**config.mk**
```make
export PLATFORM = sky130hd
export DESIGN_NAME = touch_key_event_qualifier_top
export DESIGN_NICKNAME = d
export VERILOG_FILES = /design/src/rtl/tkeq_pkg.sv /design/src/rtl/tkeq_front.sv /design/src/rtl/tkeq_fifo.sv /design/src/rtl/tkeq_back.sv /design/src/rtl/touch_key_event_qualifier_top.sv
export VERILOG_INCLUDE_DIRS = /design/src /design/src/rtl
export SDC_FILE = /design/constraint.sdc
export NUM_CORES = 1
export LEC_CHECK = 0
export ABC_AREA = 1
export BUFFER_PORTS_ARGS = -buffer_cell sky130_fd_sc_hd__buf_2
export CORE_MARGIN = 2
export CORE_UTILIZATION = 63
export CTS_CLUSTER_SIZE = 25
export DETAILED_ROUTE_END_ITERATION = 7
export PLACE_DENSITY = 0.88
export RECOVER_POWER = 100
export SLEW_MARGIN = 10
export SYNTH_ARGS = -nofsm -noshare
export SYNTH_HDL_FRONTEND = slang
export SYNTH_SLANG_ARGS = --single-unit
```
**constraint.sdc**
```tcl
create_clock -name clk -period 9.9 [get_ports clk]
set_input_delay 0.495 -clock clk [delete_from_list [all_inputs] [get_ports clk]]
set_output_delay 0.495 -clock clk [all_outputs]
set_load 0.05 [all_outputs]
```
**src/rtl/touch_key_event_qualifier_top_assert.svh**
```systemverilog
// Assertion macros for the touch key event qualifier RTL (included by tkeq_back).
`ifndef TOUCH_KEY_EVENT_QUALIFIER_TOP_ASSERT_SVH
`define TOUCH_KEY_EVENT_QUALIFIER_TOP_ASSERT_SVH

// Same-cycle implication, disabled during reset.
`define TKEQ_ASSERT_IMP(lbl, clk, rst, ante, cons) \
  lbl: assert property (@(posedge clk) disable iff (rst) (ante) |-> (cons)) \
    else $error("tkeq assertion failed");

// Next-cycle implication, disabled during reset.
`define TKEQ_ASSERT_NXT(lbl, clk, rst, ante, cons) \
  lbl: assert property (@(posedge clk) disable iff (rst) (ante) |=> (cons)) \
    else $error("tkeq assertion failed");

`endif

```
**src/rtl/tkeq_pkg.sv**
```systemverilog
// Types and constants of the touch key event qualifier.
package tkeq_pkg;

  // Event mask bits, in emission order
  localparam int EVT_K4 = 0;
  localparam int EVT_K2 = 1;
  localparam int EVT_K3 = 2;
  localparam int EVT_K6 = 3;
  localparam int EVT_W  = 4;

  typedef logic [EVT_W-1:0] evt_mask_t;

  typedef struct packed {
    logic      valid;
    evt_mask_t mask;
  } evt_req_t;

  localparam logic [2:0] KEY_CODE_2 = 3'd2;
  localparam logic [2:0] KEY_CODE_3 = 3'd3;
  localparam logic [2:0] KEY_CODE_4 = 3'd4;
  localparam logic [2:0] KEY_CODE_6 = 3'd6;

  localparam logic [7:0] STATUS_OK_HI = 8'd192;
  localparam logic [7:0] STATUS_OK_LO = 8'd128;

  // Register map
  localparam int         CFG_ADDR_W      = 3;
  localparam logic       REG_SHIELD      = 1'b0;
  localparam logic       REG_CONFIRM     = 1'b1;
  localparam logic [15:0] SHIELD_RESET   = 16'd100;
  localparam logic [15:0] CONFIRM_RESET  = 16'd200;

endpackage

```
**src/rtl/tkeq_front.sv**
```systemverilog
// Poll front end: edge detection, key four qualification and event classification.
module tkeq_front import tkeq_pkg::*; (
  input  logic        clk,
  input  logic        rst,
  input  logic        accept,
  input  logic [31:0] now_ms,
  input  logic        key_ban,
  input  logic [7:0]  status_a,
  input  logic [7:0]  keys_a,
  input  logic [7:0]  status_b,
  input  logic [7:0]  keys_b,
  input  logic [7:0]  status_c,
  input  logic [7:0]  keys_c,
  input  logic [15:0] shield_ms,
  input  logic [15:0] confirm_delay_ms,
  output evt_req_t    push
);

  logic [5:0]  prior_touch_bits;
  logic [31:0] shield_until;
  logic [31:0] pending_since;
  logic        key_four_pending;

  logic [5:0]  prior_touch_bits_next;
  logic [31:0] shield_until_next;
  logic [31:0] pending_since_next;
  logic        key_four_pending_next;

  logic [31:0] elapsed;
  logic        confirm_due;
  logic        shielded_old;
  logic        shielded_new;
  logic [32:0] shield_sum;
  logic [5:0]  cur;
  logic [5:0]  rise;
  logic        k23;
  logic        pend_after_confirm;
  evt_mask_t   mask;

  function automatic logic [1:0] chip_bits(input logic [7:0] status, input logic [7:0] keys,
                                           input logic [1:0] old2);
    if (status == STATUS_OK_HI || status == STATUS_OK_LO) begin
      return keys[1:0];
    end
    return old2;
  endfunction

  always_comb begin
    elapsed            = now_ms - pending_since;
    confirm_due        = key_four_pending && (elapsed > {16'd0, confirm_delay_ms});
    shielded_old       = shield_until > now_ms;
    pend_after_confirm = key_four_pending && !confirm_due;

    cur  = {chip_bits(status_c, keys_c, prior_touch_bits[5:4]),
            chip_bits(status_b, keys_b, prior_touch_bits[3:2]),
            chip_bits(status_a, keys_a, prior_touch_bits[1:0])};
    rise = cur & ~prior_touch_bits;
    k23  = rise[4] | rise[0];

    // now + shield lies above now unless it wraps or the window is empty
    shield_sum   = {1'b0, now_ms} + {17'd0, shield_ms};
    shielded_new = k23 ? (!shield_sum[32] && (shield_ms != 16'd0)) : shielded_old;

    mask          = '0;
    mask[EVT_K4]  = confirm_due && !shielded_old;
    mask[EVT_K2]  = rise[4];
    mask[EVT_K3]  = rise[0];
    mask[EVT_K6]  = rise[3];

    prior_touch_bits_next = cur;
    shield_until_next     = k23 ? shield_sum[31:0] : shield_until;
    pending_since_next    = pending_since;
    key_four_pending_next = k23 ? 1'b0 : pend_after_confirm;
    if (rise[1] && !shielded_new) begin
      pending_since_next    = now_ms;
      key_four_pending_next = 1'b1;
    end

    push.valid = accept && !key_ban && (mask != '0);
    push.mask  = mask;
  end

  always_ff @(posedge clk) begin
    if (rst) begin
      prior_touch_bits <= '0;
      shield_until     <= '0;
      pending_since    <= '0;
      key_four_pending <= 1'b0;
    end else if (accept && !key_ban) begin
      prior_touch_bits <= prior_touch_bits_next;
      shield_until     <= shield_until_next;
      pending_since    <= pending_since_next;
      key_four_pending <= key_four_pending_next;
    end
  end

endmodule

```
**src/rtl/tkeq_fifo.sv**
```systemverilog
// Short request queue between the front end and the event serialiser.
module tkeq_fifo import tkeq_pkg::*; #(
  parameter int DEPTH = 2
) (
  input  logic     clk,
  input  logic     rst,
  input  evt_req_t push,
  input  logic     pop,
  output evt_req_t head,
  output logic     full
);

  localparam int PTR_W = (DEPTH > 1) ? $clog2(DEPTH) : 1;
  localparam int CNT_W = $clog2(DEPTH + 1);

  evt_mask_t        mem [DEPTH];
  logic [PTR_W-1:0] wptr;
  logic [PTR_W-1:0] rptr;
  logic [CNT_W-1:0] count;
  logic             do_push;
  logic             do_pop;

  assign full    = count == CNT_W'(DEPTH);
  assign do_push = push.valid && !full;
  assign do_pop  = pop && (count != '0);

  assign head.valid = count != '0;
  assign head.mask  = mem[rptr];

  always_ff @(posedge clk) begin
    if (do_push) begin
      mem[wptr] <= push.mask;
    end
  end

  always_ff @(posedge clk) begin
    if (rst) begin
      wptr  <= '0;
      rptr  <= '0;
      count <= '0;
    end else begin
      if (do_push) begin
        wptr <= (wptr == PTR_W'(DEPTH - 1)) ? '0 : wptr + 1'b1;
      end
      if (do_pop) begin
        rptr <= (rptr == PTR_W'(DEPTH - 1)) ? '0 : rptr + 1'b1;
      end
      count <= count + CNT_W'(do_push) - CNT_W'(do_pop);
    end
  end

endmodule

```
**src/rtl/tkeq_back.sv**
```systemverilog
// Event serialiser: emits one key code per cycle from each queued request while m_tready does not stall it.
module tkeq_back import tkeq_pkg::*; (
  input  logic       clk,
  input  logic       rst,
  input  evt_req_t   head,
  output logic       pop,
  output logic       m_tvalid,
  input  logic       m_tready,
  output logic [7:0] m_tdata,   // [2:0] key_code, [7:3] zero
  output logic       m_tlast    // last_event
);

`include "touch_key_event_qualifier_top_assert.svh"

  evt_mask_t  work;
  evt_mask_t  src;
  evt_mask_t  rem;
  logic [2:0] code_next;
  logic       can_load;
  logic       load;
  logic [2:0] key_code;

  always_comb begin
    src       = (work != '0) ? work : (head.valid ? head.mask : '0);
    rem       = src;
    code_next = KEY_CODE_4;
    if (src[EVT_K4]) begin
      code_next   = KEY_CODE_4;
      rem[EVT_K4] = 1'b0;
    end else if (src[EVT_K2]) begin
      code_next   = KEY_CODE_2;
      rem[EVT_K2] = 1'b0;
    end else if (src[EVT_K3]) begin
      code_next   = KEY_CODE_3;
      rem[EVT_K3] = 1'b0;
    end else begin
      code_next   = KEY_CODE_6;
      rem[EVT_K6] = 1'b0;
    end
    can_load = !m_tvalid || m_tready;
    load     = can_load && (src != '0);
    // take the queue head only once the current request is spent
    pop      = load && (work == '0);
  end

  always_ff @(posedge clk) begin
    if (rst) begin
      work     <= '0;
      m_tvalid <= 1'b0;
    end else begin
      if (load) begin
        work <= rem;
      end
      if (can_load) begin
        m_tvalid <= src != '0;
      end
    end
  end

  always_ff @(posedge clk) begin
    if (load) begin
      key_code <= code_next;
      m_tlast  <= rem == '0;
    end
  end

  assign m_tdata = {5'd0, key_code};

  `TKEQ_ASSERT_IMP(a_code_known, clk, rst, m_tvalid, (key_code == KEY_CODE_2 || key_code == KEY_CODE_3 || key_code == KEY_CODE_4 || key_code == KEY_CODE_6))
  `TKEQ_ASSERT_IMP(a_pop_when_spent, clk, rst, pop, (work == '0) && head.valid)
  `TKEQ_ASSERT_NXT(a_rest_kept, clk, rst, load && (rem != '0), (work != '0) && !m_tlast)

endmodule

```
**src/rtl/touch_key_event_qualifier_top.sv**
```systemverilog
// Touch key event qualifier: poll input, APB registers, event queue and serialiser.
// An accepted poll's key codes are written into the event queue, then registered at the serialiser output.
// Throughput: one poll per cycle while the queue has room; one key code per cycle out while m_tready does not stall.
// A poll that causes n key codes (n at most 4) holds the serialiser until all n have gone out.
// Reset (rst, synchronous) clears touch state, shield and pending timers and the queue;
// shield_ms returns to 100 and confirm_delay_ms to 200.
module touch_key_event_qualifier_top import tkeq_pkg::*; #(
  parameter int QUEUE_DEPTH = 2
) (
  input  logic                  clk,
  input  logic                  rst,
  input  logic                  s_tvalid,
  output logic                  s_tready,
  // [31:0] now_ms, [39:32] status_a, [47:40] keys_a, [55:48] status_b,
  // [63:56] keys_b, [71:64] status_c, [79:72] keys_c
  input  logic [79:0]           s_tdata,
  input  logic                  s_tuser,   // key_ban
  output logic                  m_tvalid,
  input  logic                  m_tready,
  output logic [7:0]            m_tdata,   // [2:0] key_code, [7:3] zero
  output logic                  m_tlast,   // last_event
  input  logic                  psel,
  input  logic                  penable,
  input  logic                  pwrite,
  input  logic [CFG_ADDR_W-1:0] paddr,
  input  logic [31:0]           pwdata,
  output logic [31:0]           prdata,
  output logic                  pready
);

  logic [15:0] shield_ms;
  logic [15:0] confirm_delay_ms;
  logic        cfg_wr;
  logic        accept;
  logic        q_full;
  logic        pop;
  evt_req_t    push;
  evt_req_t    head;

  assign pready = 1'b1;
  assign cfg_wr = psel && penable && pwrite && pready;

  always_ff @(posedge clk) begin
    if (rst) begin
      shield_ms        <= SHIELD_RESET;
      confirm_delay_ms <= CONFIRM_RESET;
    end else if (cfg_wr) begin
      case (paddr[2])
        REG_SHIELD:  shield_ms        <= pwdata[15:0];
        REG_CONFIRM: confirm_delay_ms <= pwdata[15:0];
        default: ;
      endcase
    end
  end

  always_comb begin
    case (paddr[2])
      REG_SHIELD:  prdata = {16'd0, shield_ms};
      REG_CONFIRM: prdata = {16'd0, confirm_delay_ms};
      default:     prdata = '0;
    endcase
  end

  assign s_tready = !q_full;
  assign accept   = s_tvalid && s_tready;

  tkeq_front u_front (
    .clk              (clk),
    .rst              (rst),
    .accept           (accept),
    .now_ms           (s_tdata[31:0]),
    .key_ban          (s_tuser),
    .status_a         (s_tdata[39:32]),
    .keys_a           (s_tdata[47:40]),
    .status_b         (s_tdata[55:48]),
    .keys_b           (s_tdata[63:56]),
    .status_c         (s_tdata[71:64]),
    .keys_c           (s_tdata[79:72]),
    .shield_ms        (shield_ms),
    .confirm_delay_ms (confirm_delay_ms),
    .push             (push)
  );

  tkeq_fifo #(
    .DEPTH (QUEUE_DEPTH)
  ) u_fifo (
    .clk  (clk),
    .rst  (rst),
    .push (push),
    .pop  (pop),
    .head (head),
    .full (q_full)
  );

  tkeq_back u_back (
    .clk      (clk),
    .rst      (rst),
    .head     (head),
    .pop      (pop),
    .m_tvalid (m_tvalid),
    .m_tready (m_tready),
    .m_tdata  (m_tdata),
    .m_tlast  (m_tlast)
  );

endmodule

```
==> impl_results.md <==
- Type of the setup path with the least slack: flip-flop to flip-flop
- Relative area change from synthesis to final layout: 10.3%
- # diodes: 0
- Register-to-register path setup slack: 4.86 ns
- Max_cap viols: 2
- Number of resized instances in the post-cts repair step: 0
- Setup TNS Final: 0 ns
- Biggest area contributors in the synthesized netlist: dfxtp_1 (22%), nand2_1 (18%), ha_1 (12%)
- Reg2reg end: u_front.key_four_pending
- Quantity of hold-fixing buffers added after cts: 0
- Share of synthesized flip-flops with an asynchronous set or reset: 0%
- Type of destination of the critical path: flip-flop
- Endpoint required time on the critical path: 10.26 ns
- Delay of the slowest critical-path stage: 1.25 ns
- Final worst-path setup slack: 4.86 ns
- Antenna violations before repair: 0
- Initial core utilization: 63.8%
- Fin. max-slew vios: 115
- Mux share of post-synthesis cell area: 0%
- Hold Crit Start: pwdata[3]
- Met3 Use GR: 5.86%
- First-pass GRT wire length: 43.4 mm
- Full die area: 16,900 sq um
- Most used flip-flop cell after synthesis: dfxtp_1
- CTS sink count: 122
- Fillers: 1,354
- Fin Hold WS: 0.307 ns
- Maximum root-to-sink buffer count: 2
- Synthesized-area fraction occupied by and/or/nand/nor cells: 31.8%
- Remaining global-route overflow: 0
- Insertion delay of the later-clocked pin in the worst-skew pair: 0.42 ns
- Routed vias/inst: 5.35
- Placed inst area: 10,600 sq um
- Max_slew headroom: -63.4%
- Die width: 130 um
- Number of enable flip-flop cells after synthesis: 12
- Global-route total usage across every layer: 32.5%
- Worst reg2reg startpoint: shield_ms[0]
- Quantity of I/O buffers inserted on ports: 103
- Detailed-router iteration count before antenna repair: 6
- Number of failing setup endpoints in the final timing report: 0
- H-tree Lvls: 4
- WP buf/inv: 2
- Number of storage elements in the synthesis netlist: 122
- Minimum clock period after layout: 5.04 ns
- Maximum number of pins on one net before global-route repair: 60
- HP Class: primary input to flip-flop
- Clock slew at reported path FFs: 0.06 ns
- CTS Root Buffer Type: clkbuf_16
- Status: complete, but fails checks
- Via count of the first global-routing pass: 9,530
- R2R depth: 14
- Die boundary height: 130 um
- Most common library cell in the layout ignoring fill and taps: nand2_1
- Hold Path End: confirm_delay_ms[3]
- Routed length per instance: 14.2 um
- Static leakage power: 0.00617 uW
- Critical-path top delay cell: nand3_1
- Final Net Count: 1,924
- Worst vdd ir: 0.128 mV
- Initial DRC Count: 835
- Fraction of post-synthesis cell area in the top cell type by area: 22.0%
- Adder and majority gate portion of the synthesized area: 12.5%
- Synthesized netlist cell count: 1,612
- Final routed DRC violation total: 0
- Total power per unit cell area: 143 nW/um^2
- Number of placement rows: 46
- Cells along the critical path: ha_1 > inv_1 > fa_1 > o21ai_0 > a21oi_1 > o21ai_0 > nand3_2 > nand2_1 > nand3_1 > o311ai_0 > nand3_1 > nand2_1 > nand2_1 > inv_1
- Remaining antenna violation count after routing: 0
- Met1 track utilization from global routing: 38.6%
- Post-layout instance area: 11,100 sq um
- Largest area contributor in the synthesized netlist: dfxtp_1
- Power, Total: 1580 uW
- Max Clock Freq: 0.199 GHz
- Synthesized cell area: 10,000 sq um
- Share of post-route cells with drive strength above 1: 7.35%
- Count of boundary I/O pins: 167
- Largest family of logic cells by synthesized area: simple AND/OR/NAND/NOR gates
- Most utilized layer in the global route result: met2
- Hold path cells: 3
- Max Fanout on Critical Path: 33
- Total CTS buffers: 17
- Post-CTS setup-driven buffer insertion count: 0
- Place WS: 5.49 ns
- Global Route met2 Usage: 55.7%
- Overall via count from detail_route: 10,331
- Most frequent CP cell: nand2_1
- Total routed wirelength: 27.5 mm
- TritonCTS clock tree: done
- Synth cell types: 54
- Total of warnings raised by yosys: 0
- Violations in the final reports: capacitance limit, slew limit
- Complex-gate fraction of the synthesized area: 12.6%
- Routability-driven placement congestion ratio: 0.962
- Startpoint Class: flip-flop
- Post-synthesis share of cell area spent on xor and xnor gates: 2.88%
- Unrepaired setup endpoints after global routing: no
- Final setup skew: 0.00830 ns
- Ratio of final minimum period to clock period: 50.9%
- WP data arrival: 5.40 ns
- Total core area: 15,700 sq um
- Commonest cells after routing, fill and taps aside: nand2_1 (470), inv_1 (294), nor2_1 (184)
- Detailed placement HPWL: 20.9 mm
- Transition time at the pin with the least slew margin: 2.45 ns
- Avg Inst Size Synth: 6.22 sq um
- Share of the yosys chip area belonging to registers: 25.5%
- Largest delay contributor family on the critical path: simple AND/OR/NAND/NOR gates
- Final Hold Viols: 0
per-layer routing:
layer,routed length (um),vias to the layer above,part of all wire [%]
li1,-,5196,-
met1,11300,4613,41
met2,12900,431,47
met3,1950,91,7.1
met4,1330,0,4.8
met5,0,-,0
cell type report:
class                           count  area, sq um  area share (%)
Clock buffer                       17          425            3.84
Clock inverter                     15          170            1.54
Inverter                          300         1130            10.2
Multi-Input combinational cell   1155         6010            54.4
Sequential cell                   122         2560            23.2
Tap cell                          216          270            2.44
Timing Repair Buffer              106          497            4.49
cells by family (layout without fill, tap and decap cells):
| family | Yosys count | after routing |
|---|---|---|
| AO/OA/AOI/OAI | 229 | 229 |
| XOR/XNOR | 33 | 33 |
| adder cells (fa/ha/maj) | 99 | 99 |
| buffers and inverters | 355 | 438 |
| flip-flops | 122 | 122 |
| other | 2 | 22 |
| AND/OR/NAND/NOR | 772 | 772 |
through the flow:
step	utilization, %	cells
2_1_floorplan	-	1632
3_3_place_gp	67.3	1899
3_5_place_dp	67.3	1899
4_1_cts	71.1	1931
5_1_grt	70.4	1931
6_report	70.4	1931
worst min-delay path: stages:
cell     delay [ns]
buf_2          0.09
a21oi_1        0.06
o21ai_0        0.06
cells in the mapped netlist (2+ instances only):
cell type and number:
o21ai_0 86, nand3b_1 3, nand2_2 3, xor2_1 26, a21oi_1 106, o21ai_2 2
buf_6 3, clkbuf_1 17, edfxtp_1 12, buf_4 25, o221ai_1 3, a21boi_0 2
nor4_1 5, conb_1 2, xnor2_1 7, nand4_1 19, inv_1 292, nand2_1 468
clkinv_1 2, inv_2 6, o21ai_1 4, nor2_1 184, a31oi_1 3, nor3_1 10
nor3_2 2, nand3_2 3, dfxtp_1 110, buf_2 8, and2_1 2, o21a_1 3
a21oi_2 3, ha_1 97, fa_1 2, nor3b_1 2, a21o_1 2, o211ai_1 8
nand3_1 61, nor4_2 3
how the worst max path moves through the flow:
| stage | from | to | slack (ns) | cells after the start |
|---|---|---|---|---|
| 2_1_floorplan | s_tdata[0] | u_fifo.count[1] | 6.33 | 29 |
| 3_3_place_gp | s_tdata[0] | u_fifo.count[1] | 5.57 | 30 |
| 3_5_place_dp | s_tdata[1] | u_fifo.count[1] | 5.49 | 29 |
| 4_1_cts | u_front.pending_since[12] | u_fifo.count[1] | 5.86 | 29 |
| 5_1_grt | shield_ms[0] | u_front.key_four_pending | 4.51 | 14 |
| 6_report | shield_ms[0] | u_front.key_four_pending | 4.86 | 14 |
power breakdown:
part           total (uW)  internal, uW  switching (uW)
registers             546           530            16.2
clock network         636           395             241
logic                 397           113             284
total                1580          1040             541
registers in the layout, summed over array words and instances (netlist names), 3 cells and up, named ones only:
register                  flops
u_front.shield_until         32
shield_ms                    16
confirm_delay_ms             16
u_back.work                   3
u_back.key_code               3
u_fifo.mem                    8
u_front.pending_since        32
u_front.prior_touch_bits      4
(Power assumes the default switching activity.)
